### src/gbpp_pkg.sv
// Package for the grid binned point picker: sizes, codes, request and
// response structs, and the controller/datapath command and status structs.
// No dependencies.
package gbpp_pkg;

  localparam int MAX_COLS = 256;
  localparam int MAX_ROWS = 256;
  localparam int ID_BITS  = 24;

  localparam int COL_BITS   = $clog2(MAX_COLS);
  localparam int ROW_BITS   = $clog2(MAX_ROWS);
  localparam int ADDR_BITS  = COL_BITS + ROW_BITS;
  localparam int CELL_DEPTH = 1 << ADDR_BITS;

  localparam int CFG_IDX_W  = 3;
  localparam int CFG_DATA_W = 9;

  localparam int COL_DIM_W  = $clog2(MAX_COLS + 1);
  localparam int ROW_DIM_W  = $clog2(MAX_ROWS + 1);
  localparam int GRID_DIM_W = (COL_DIM_W > ROW_DIM_W) ? COL_DIM_W : ROW_DIM_W;
  localparam int DIM_W      = (GRID_DIM_W > CFG_DATA_W) ? GRID_DIM_W : CFG_DATA_W;
  localparam int WIN_W      = DIM_W + 2;

  typedef logic [ID_BITS-1:0]       id_t;
  typedef logic [23:0]              pid_t;
  typedef logic [ADDR_BITS-1:0]     addr_t;
  typedef logic [DIM_W-1:0]         dim_t;
  typedef logic signed [WIN_W-1:0]  win_t;

  localparam logic [1:0] FUNC_CLEAR  = 2'd0;
  localparam logic [1:0] FUNC_INSERT = 2'd1;
  localparam logic [1:0] FUNC_QUERY  = 2'd2;

  localparam logic [CFG_IDX_W-1:0] REG_CELL_SHIFT  = 3'd0;
  localparam logic [CFG_IDX_W-1:0] REG_GRID_COLS   = 3'd1;
  localparam logic [CFG_IDX_W-1:0] REG_GRID_ROWS   = 3'd2;
  localparam logic [CFG_IDX_W-1:0] REG_HALF_COLS   = 3'd3;
  localparam logic [CFG_IDX_W-1:0] REG_HALF_ROWS   = 3'd4;

  typedef struct packed {
    logic [1:0]         func;
    logic signed [15:0] pos_x;
    logic signed [15:0] pos_y;
    pid_t               point_id;
  } in_req_t;

  typedef struct packed {
    logic               found;
    pid_t               hit_id;
    logic               in_view;
    logic [7:0]         bin_count;
    logic               box_valid;
    logic signed [15:0] box_min_x;
    logic signed [15:0] box_min_y;
    logic signed [15:0] box_max_x;
    logic signed [15:0] box_max_y;
  } out_rsp_t;

  typedef struct packed {
    logic load;
    logic box_clear;
    logic sweep_en;
    logic probe_init;
    logic probe_issue;
    logic ins_write;
    logic out_load;
  } dp_cmd_t;

  typedef struct packed {
    logic [1:0] func;
    logic       cell_in_grid;
    logic       query_ok;
    logic       sweep_last;
    logic       probe_last;
    logic       hit;
    logic       out_free;
  } dp_status_t;

endpackage

### src/gbpp_ctrl.sv
// Controller state machine of the grid binned point picker.
// Depends on gbpp_pkg for the command and status structs and the func codes.
module gbpp_ctrl (
  input  logic                  clk,
  input  logic                  rst,
  input  logic                  in_valid,
  output logic                  in_stall,
  input  gbpp_pkg::dp_status_t  status,
  output gbpp_pkg::dp_cmd_t     cmd
);

  typedef enum logic [7:0] {
    S_INIT   = 8'b0000_0001,
    S_IDLE   = 8'b0000_0010,
    S_DECODE = 8'b0000_0100,
    S_SWEEP  = 8'b0000_1000,
    S_INS_WR = 8'b0001_0000,
    S_PROBE  = 8'b0010_0000,
    S_DRAIN  = 8'b0100_0000,
    S_FINISH = 8'b1000_0000
  } state_t;

  state_t state, state_next;

  always_ff @(posedge clk) begin
    if (rst) begin
      state <= S_INIT;
    end else begin
      state <= state_next;
    end
  end

  assign in_stall = (state != S_IDLE);

  always_comb begin
    state_next = state;
    cmd        = '0;
    case (state)
      S_INIT: begin
        cmd.sweep_en = 1'b1;
        if (status.sweep_last) state_next = S_IDLE;
      end
      S_IDLE: begin
        if (in_valid) begin
          cmd.load   = 1'b1;
          state_next = S_DECODE;
        end
      end
      S_DECODE: begin
        case (status.func)
          gbpp_pkg::FUNC_CLEAR: begin
            cmd.box_clear = 1'b1;
            state_next    = S_SWEEP;
          end
          gbpp_pkg::FUNC_INSERT: begin
            state_next = status.cell_in_grid ? S_INS_WR : S_FINISH;
          end
          gbpp_pkg::FUNC_QUERY: begin
            cmd.probe_init = 1'b1;
            state_next     = status.query_ok ? S_PROBE : S_FINISH;
          end
          default: state_next = S_FINISH;
        endcase
      end
      S_SWEEP: begin
        cmd.sweep_en = 1'b1;
        if (status.sweep_last) state_next = S_FINISH;
      end
      S_INS_WR: begin
        cmd.ins_write = 1'b1;
        state_next    = S_FINISH;
      end
      S_PROBE: begin
        cmd.probe_issue = 1'b1;
        if (status.hit) begin
          state_next = S_FINISH;
        end else if (status.probe_last) begin
          state_next = S_DRAIN;
        end
      end
      S_DRAIN: begin
        state_next = S_FINISH;
      end
      S_FINISH: begin
        if (status.out_free) begin
          cmd.out_load = 1'b1;
          state_next   = S_IDLE;
        end
      end
      default: state_next = S_INIT;
    endcase
  end

endmodule

### config.mk
export PLATFORM = sky130hd
export DESIGN_NAME = gbpp_ctrl
export DESIGN_NICKNAME = d
export VERILOG_FILES = /design/src/gbpp_pkg.sv /design/src/gbpp_ctrl.sv
export SDC_FILE = /design/constraint.sdc
export NUM_CORES = 1
export LEC_CHECK = 0
export ABC_AREA = 1
export BUFFER_PORTS_ARGS = -buffer_cell sky130_fd_sc_hd__buf_2
export CAP_MARGIN = 30
export CORE_MARGIN = 10
export CORE_UTILIZATION = 40
export DETAILED_ROUTE_END_ITERATION = 12
export GPL_TIMING_DRIVEN = 0
export PLACE_DENSITY_LB_ADDON = 0.05
export SLEW_MARGIN = 5
export SYNTH_ARGS = -nofsm -noshare
export SYNTH_HDL_FRONTEND = slang
export SYNTH_SLANG_ARGS = --single-unit
### constraint.sdc
create_clock -name clk -period 1.5 [get_ports clk]
set_input_delay 0.225 -clock clk [delete_from_list [all_inputs] [get_ports clk]]
set_output_delay 0.225 -clock clk [all_outputs]
set_load 0.005 [all_outputs]
==> results of run 1 <==
==> repair_timing <==
item	4_1_cts	5_1_grt
setup buffers	5	6
endpoints found under the setup margin	3	11
resized for setup	8	19
hold buffers	0	0
pin swaps	4	7
==> logic make-up after synthesis <==
| family | count (synthesis) | share of synthesized area |
|---|---|---|
| AND/OR/NAND/NOR | 70 | 0.579 |
| flip-flops | 8 | 0.247 |
| AO/OA/AOI/OAI | 5 | 0.0521 |
| buffers and inverters | 20 | 0.122 |
==> placed cells by master (no fill, tap or decap), types with 2 or more instances in the layout <==
cell,Yosys,routed
nand3_1,8,6
buf_6,0,3
nand2_1,21,17
clkbuf_4,0,3
buf_2,0,17
inv_1,16,10
nand4_1,4,4
nand2_2,3,4
o21bai_1,2,2
buf_4,1,9
nor2_2,1,4
dfxtp_1,8,5
nor2_4,1,2
nand2_4,4,7
inv_2,3,9
dfxtp_2,0,3
nand3_2,1,3
nor2_1,23,19
==> per-stage QoR <==
stage                     TNS [ns]  hold slack [ns]  worst slack [ns]  cell area, um^2  instances
after floorplan                  0            0.287             0.325              648        103
after global placement           0            0.435             0.126              758        137
after detailed placement         0            0.433             0.155              758        137
after CTS                  -0.0205            0.167           -0.0205              837        145
after global routing        -0.262            0.178           -0.0521              930        150
final                            0            0.167           0.00484              930        150
==> per-layer routing <==
layer	GRT usage	up-vias
met5	0	-
met4	0.0481	0
met3	0.0403	5
met2	0.143	20
met1	0.109	331
li1	-	379
==> how the worst max path moves through the flow <==
stage	start	end	slack, ns	cells past startpoint
after detailed placement	state[7]$_SDFFE_PP0P_	cmd[5]	0.16	7
after global routing	state[6]$_SDFFE_PP0P_	cmd[3]	-0.05	6
after global placement	state[7]$_SDFFE_PP0P_	cmd[5]	0.13	7
final	state[7]$_SDFFE_PP0P_	cmd[3]	0.005	6
after floorplan	state[4]$_SDFFE_PP0P_	cmd[5]	0.32	6
after CTS	state[0]$_SDFFE_PP1P_	cmd[5]	-0.02	7
==> where the power goes <==
group | total [W] | internal [W] | switching [W]
Sequential | 0.000288 | 0.000260 | 0.0000271
Clock | 0.000162 | 0.0000914 | 0.0000710
Combinational | 0.000806 | 0.000355 | 0.000451
Total | 0.00126 | 0.000707 | 0.000549
==> area by class of cell <==
type	count	area, um^2
Fill cell	151	594
Clock buffer	3	22.5
Inverter	19	71.3
Multi-Input combinational cell	75	465
Sequential cell	8	164
Tap cell	16	20.0
Timing Repair Buffer	29	186
==> flow_metrics.py, run 1 <==
metrics = {
    "critical_path": {
        "path_class": "reg -> out",
        "critPathMaxFanout": 3,
        "cp_top_family": "simple AND/OR/NAND/NOR gates",
        "rrSetupSlack_ns": 0.07,
        "crit_path_top_delay_cell": "dfxtp_2",
        "r2r-end": "state[7]$_SDFFE_PP0P_",
        "r2r_start": "state[7]$_SDFFE_PP0P_",
        "endpoint_kind": "output port",
        "crit_chain": "inv_2 > nand2_4 > nor2_8 > nand2_4 > nor3b_4 > buf_2",
        "rr_worst_depth": 9,
        "critPathArrivalTime_ns": 1.27,
        "cp_data_required_time_ns": 1.27,
        "path_buf_inv": 2,
        "worst_setup_path_start_kind": "flop",
        "slowest_delay_ns": 0.32,
        "crit_top_cell": "nand2_4",
    },
    "global_routing": {
        "antenna_found_initial": 0,
        "grt_first_pass_wirelength_mm": 2.66,
        "grt_max_degree": 7,
        "overflow": 0,
        "grt_pass1_vias": 664,
        "grtUsageTotal": 0.0941,
    },
    "yosys": {
        "synth_edf_count": 0,
        "syn_inst": 103,
        "yosysTopAreaCell": "dfxtp_1",
        "ys_seq_area_frac": 0.247,
        "yosysWarnings": 0,
        "synth.distinct_cells": 21,
        "synth_common_cells": "23 x nor2_1, 21 x nand2_1, 16 x inv_1",
        "synth_area_um2": 648,
        "synthTopCellsByArea": "dfxtp_1 25%, nor2_1 13%, nand2_1 12%, inv_1 9.3%, nand2_4 6.9%",
        "netlist.area_leader.share": 0.247,
        "ys_ff_latch": 8,
        "synth.net_count": 114,
        "synth.avg_cell_area_um2": 6.29,
        "synthFlopType": "dfxtp_1",
        "async_flop_share": 0,
        "synth.most_common_cell": "nor2_1",
    },
    "power_and_ir_drop": {
        "leakage_nw": 0.499,
        "ir_worst_vdd_mv": 0.732,
        "p_per_area_mw_per_mm2": 1350,
        "finalPower_w": 0.00126,
    },
    "timing": {
        "setup_viol": 0,
        "rsz0062_at_grt": "true",
        "post-route-min-period_ns": 1.50,
        "slew_headroom": 0.778,
        "finalHoldViolations": 0,
        "max_freq_mhz": 669,
        "tightest_slew_ns": 0.331,
        "finalMaxSlewViolations": 0,
        "period_share": 0.997,
        "fin_skew_ns": 0.00368,
    },
    "clock_tree": {
        "cts_buffers": 3,
        "cts-root-buf": "clkbuf_4",
        "clock_latency_ns": 0.26,
        "clock_path_buffers": 2,
        "cts_tree": "built",
        "cts_sinks": 8,
        "cts_max_level": 1,
        "path_clk_slew_ns": 0.05,
    },
    "drt": {
        "avgRoutedWirePerCell_um": 11.8,
        "wl_met1_um": 797,
        "maxUsedRoutingLayer": "met4",
        "viasPerCell": 4.90,
        "antenna_left": 0,
        "routed_wl_mm": 1.76,
        "met2_length_um": 826,
        "drt_first_pass_iters": 5,
        "route.vias.total": 735,
        "route.met3.wl_um": 101,
        "drc": 0,
        "drtIter0Drc": 18,
    },
    "floorplanning": {
        "core_mm2": 0.00152,
        "dieArea_mm2": 0.00363,
        "start_util": 0.425,
        "die_x_um": 60.3,
        "die_h_um": 60.3,
        "ios": 19,
        "rows": 14,
    },
    "final_layout": {
        "postLayoutCoreUtil": 0.610,
        "top_regs": "state: 8 flops",
        "nets": 147,
        "regMostFlops": "state",
        "drive_gt1_frac": 0.507,
        "largest_register_ffs": 8,
        "area_growth_pct": 43.4,
        "diodes": 0,
    },
    "place": {
        "place_hpwl_mm": 1.29,
        "port_buffers": 18,
        "gp_congestion": 0.798,
    },
    "run": {
        "maxCapViolations": 0,
    },
    "hold_path": {
        "hp-class": "in -> reg",
        "hold_depth": 2,
        "whs_endpoint": "state[5]$_SDFFE_PP0P_",
        "hp-start": "rst",
    },
    "status": {
        "outcome": "finished clean",
    },
}
(Power assumes the default switching activity.)
==> inputs of run 2 (changes only) <==
PLACE_DENSITY = 0.72   (was not set)
PLACE_DENSITY_LB_ADDON = not set   (was 0.05)
REMOVE_ABC_BUFFERS = 1   (was not set)
==> run 2 against run 1 <==
  * The flow now finishes with violations (negative setup slack)
  * Maximum frequency shrank 0.44%
  * Cell area is 7.5% lower
  * Non-clock buffer count fell by 4
  * Critical path type unchanged
  * Power down 12%
==> flow_metrics.py, run 2 (synthesized netlist as in run 1, its figures left out) <==
metrics = {
    "global_routing": {
        "overflow": 0,
        "grt_pass1_vias": 692,
        "grt_first_pass_wirelength_mm": 2.90,
        "grt_max_degree": 7,
        "grtUsageTotal": 0.101,
        "antenna_found_initial": 0,
    },
    "critical_path": {
        "crit_chain": "inv_2 > nand2_4 > nor2_8 > nand2_4 > nor3b_4 > buf_2",
        "crit_top_cell": "nand2_4",
        "path_buf_inv": 2,
        "endpoint_kind": "output port",
        "path_class": "reg -> out",
        "cp_top_family": "simple AND/OR/NAND/NOR gates",
        "critPathMaxFanout": 5,
        "worst_setup_path_start_kind": "flop",
        "slowest_delay_ns": 0.33,
        "cp_data_required_time_ns": 1.27,
        "crit_path_top_delay_cell": "dfxtp_2",
        "critPathArrivalTime_ns": 1.28,
        "rrSetupSlack_ns": 0.08,
    },
    "floorplanning": {
        "core_mm2": 0.00152,
        "ios": 19,
        "rows": 14,
        "dieArea_mm2": 0.00363,
        "start_util": 0.425,
        "die_h_um": 60.3,
        "die_x_um": 60.3,
    },
    "final_layout": {
        "largest_register_ffs": 8,
        "top_regs": "state: 8 flops",
        "fin_area_um2": 860,
        "final_cells": 146,
        "drive_gt1_frac": 0.454,
        "regMostFlops": "state",
        "area_growth_pct": 32.6,
        "diodes": 0,
        "nets": 143,
        "nFillCells": 153,
        "final_common_cell": "nor2_1",
        "final_cell_mix": "22 x nor2_1, 18 x nand2_1, 18 x buf_2, 10 x inv_1, 9 x inv_2",
    },
    "timing": {
        "slew_headroom": 0.834,
        "period_share": 1.00,
        "setup_ws_ns": -0.00175,
        "setup_viol": 1,
        "rsz0062_at_grt": "true",
        "post-route-min-period_ns": 1.50,
        "finalMaxSlewViolations": 0,
        "max_freq_mhz": 666,
        "totalNegativeSetupSlack_ns": -0.00175,
        "fin_skew_ns": 0.000614,
        "finalHoldViolations": 0,
        "worst_hold_slack_ns": 0.168,
        "tightest_slew_ns": 0.248,
    },
    "hold_path": {
        "hp-class": "in -> reg",
    },
    "drt": {
        "maxUsedRoutingLayer": "met4",
        "route.met3.wl_um": 101,
        "drtIter0Drc": 15,
        "met2_length_um": 799,
        "drc": 0,
        "viasPerCell": 4.88,
        "drt_first_pass_iters": 4,
        "route.vias.total": 713,
        "wl_met1_um": 738,
        "routed_wl_mm": 1.66,
        "antenna_left": 0,
        "avgRoutedWirePerCell_um": 11.3,
    },
    "clock_tree": {
        "clock_path_buffers": 2,
        "cts-root-buf": "clkbuf_4",
        "cts_sinks": 8,
        "clock_latency_ns": 0.25,
        "cts_tree": "built",
        "cts_max_level": 1,
        "path_clk_slew_ns": 0.05,
        "cts_hold_buffers": 0,
        "cts_buffers": 3,
    },
    "power_and_ir_drop": {
        "clkPwrFrac": 0.144,
        "power.switching_w": 0.000492,
        "swShare": 0.446,
        "power_frac_comb": 0.593,
        "ir_worst_vdd_mv": 0.625,
        "p_seq_frac": 0.263,
        "leakage_nw": 0.459,
        "p_int_w": 0.000611,
        "p_per_area_mw_per_mm2": 1280,
    },
    "place": {
        "place_area_um2": 751,
        "gp_congestion": 0.842,
        "place_hpwl_mm": 1.29,
        "port_buffers": 18,
        "post-place-ws_ns": 0.187,
        "dp_cells": 136,
    },
    "status": {
        "outcome": "finished, violations left",
        "violations": "negative setup slack",
    },
    "run": {
        "maxCapViolations": 0,
    },
}
==> run 2: changes by cell type in the layout (fill, tap and decap cells not counted), sizes merged <==
cell  delta
buf      -4
==> run 2: repair_timing <==
item,in CTS,in global routing
endpoints found under the setup margin,3,9
gates resized for setup,8,9
pin swaps,4,5
buffers inserted,4,3
==> run 2: power by group through the flow <==
stage / logic (W) / registers [W] / clock network [W]
after global placement: 0.000546 / 0.000283 / 0
after floorplan: 0.000435 / 0.000280 / 0
final: 0.000654 / 0.000290 / 0.000159
after global routing: 0.000742 / 0.000296 / 0.000186
after detailed placement: 0.000556 / 0.000285 / 0
after CTS: 0.000603 / 0.000284 / 0.000168
==> run 2: path summary, 6_finish.rpt <==
check,start,end,cells after the start
worst max register to register,state[7]$_SDFFE_PP0P_,state[2]$_SDFFE_PP0P_,9
worst min-delay path,rst,state[5]$_SDFFE_PP0P_,2
worst min register to register,state[7]$_SDFFE_PP0P_,state[7]$_SDFFE_PP0P_,3
worst max-delay path,state[7]$_SDFFE_PP0P_,cmd[3],6
==> run 2: layer usage <==
layer,vias up,GRT usage
met4,0,0.0513
li1,373,-
met3,2,0.0339
met1,317,0.115
met5,-,0
met2,21,0.162
==> run 2: area by class of cell <==
cell class / instances / area [um^2] / share of cell area
flip-flops and latches: 8 / 164 / 0.191
repair buffers: 25 / 143 / 0.166
multi-input cells: 75 / 439 / 0.511
well taps: 16 / 20.0 / 0.0233
clock buffers: 3 / 22.5 / 0.0262
inverters: 19 / 71.3 / 0.0830
==> run 2: worst register-to-register path, stage by stage (launching register included) <==
cell     delay, ns
dfxtp_2       0.33
inv_2         0.07
nand2_4       0.07
nor2_8        0.16
buf_4         0.16
nand2_4       0.05
o21ai_1       0.23
nor2_1        0.11
nand4_1       0.09
inv_1         0.04
==> run 2: per-stage QoR <==
step / util / power (W)
finish: 0.564 / 0.00110
global route: 0.564 / 0.00122
CTS: 0.536 / 0.00105
detailed placement: 0.493 / 0.000841
global placement: 0.493 / 0.000829
floorplan: - / 0.000714
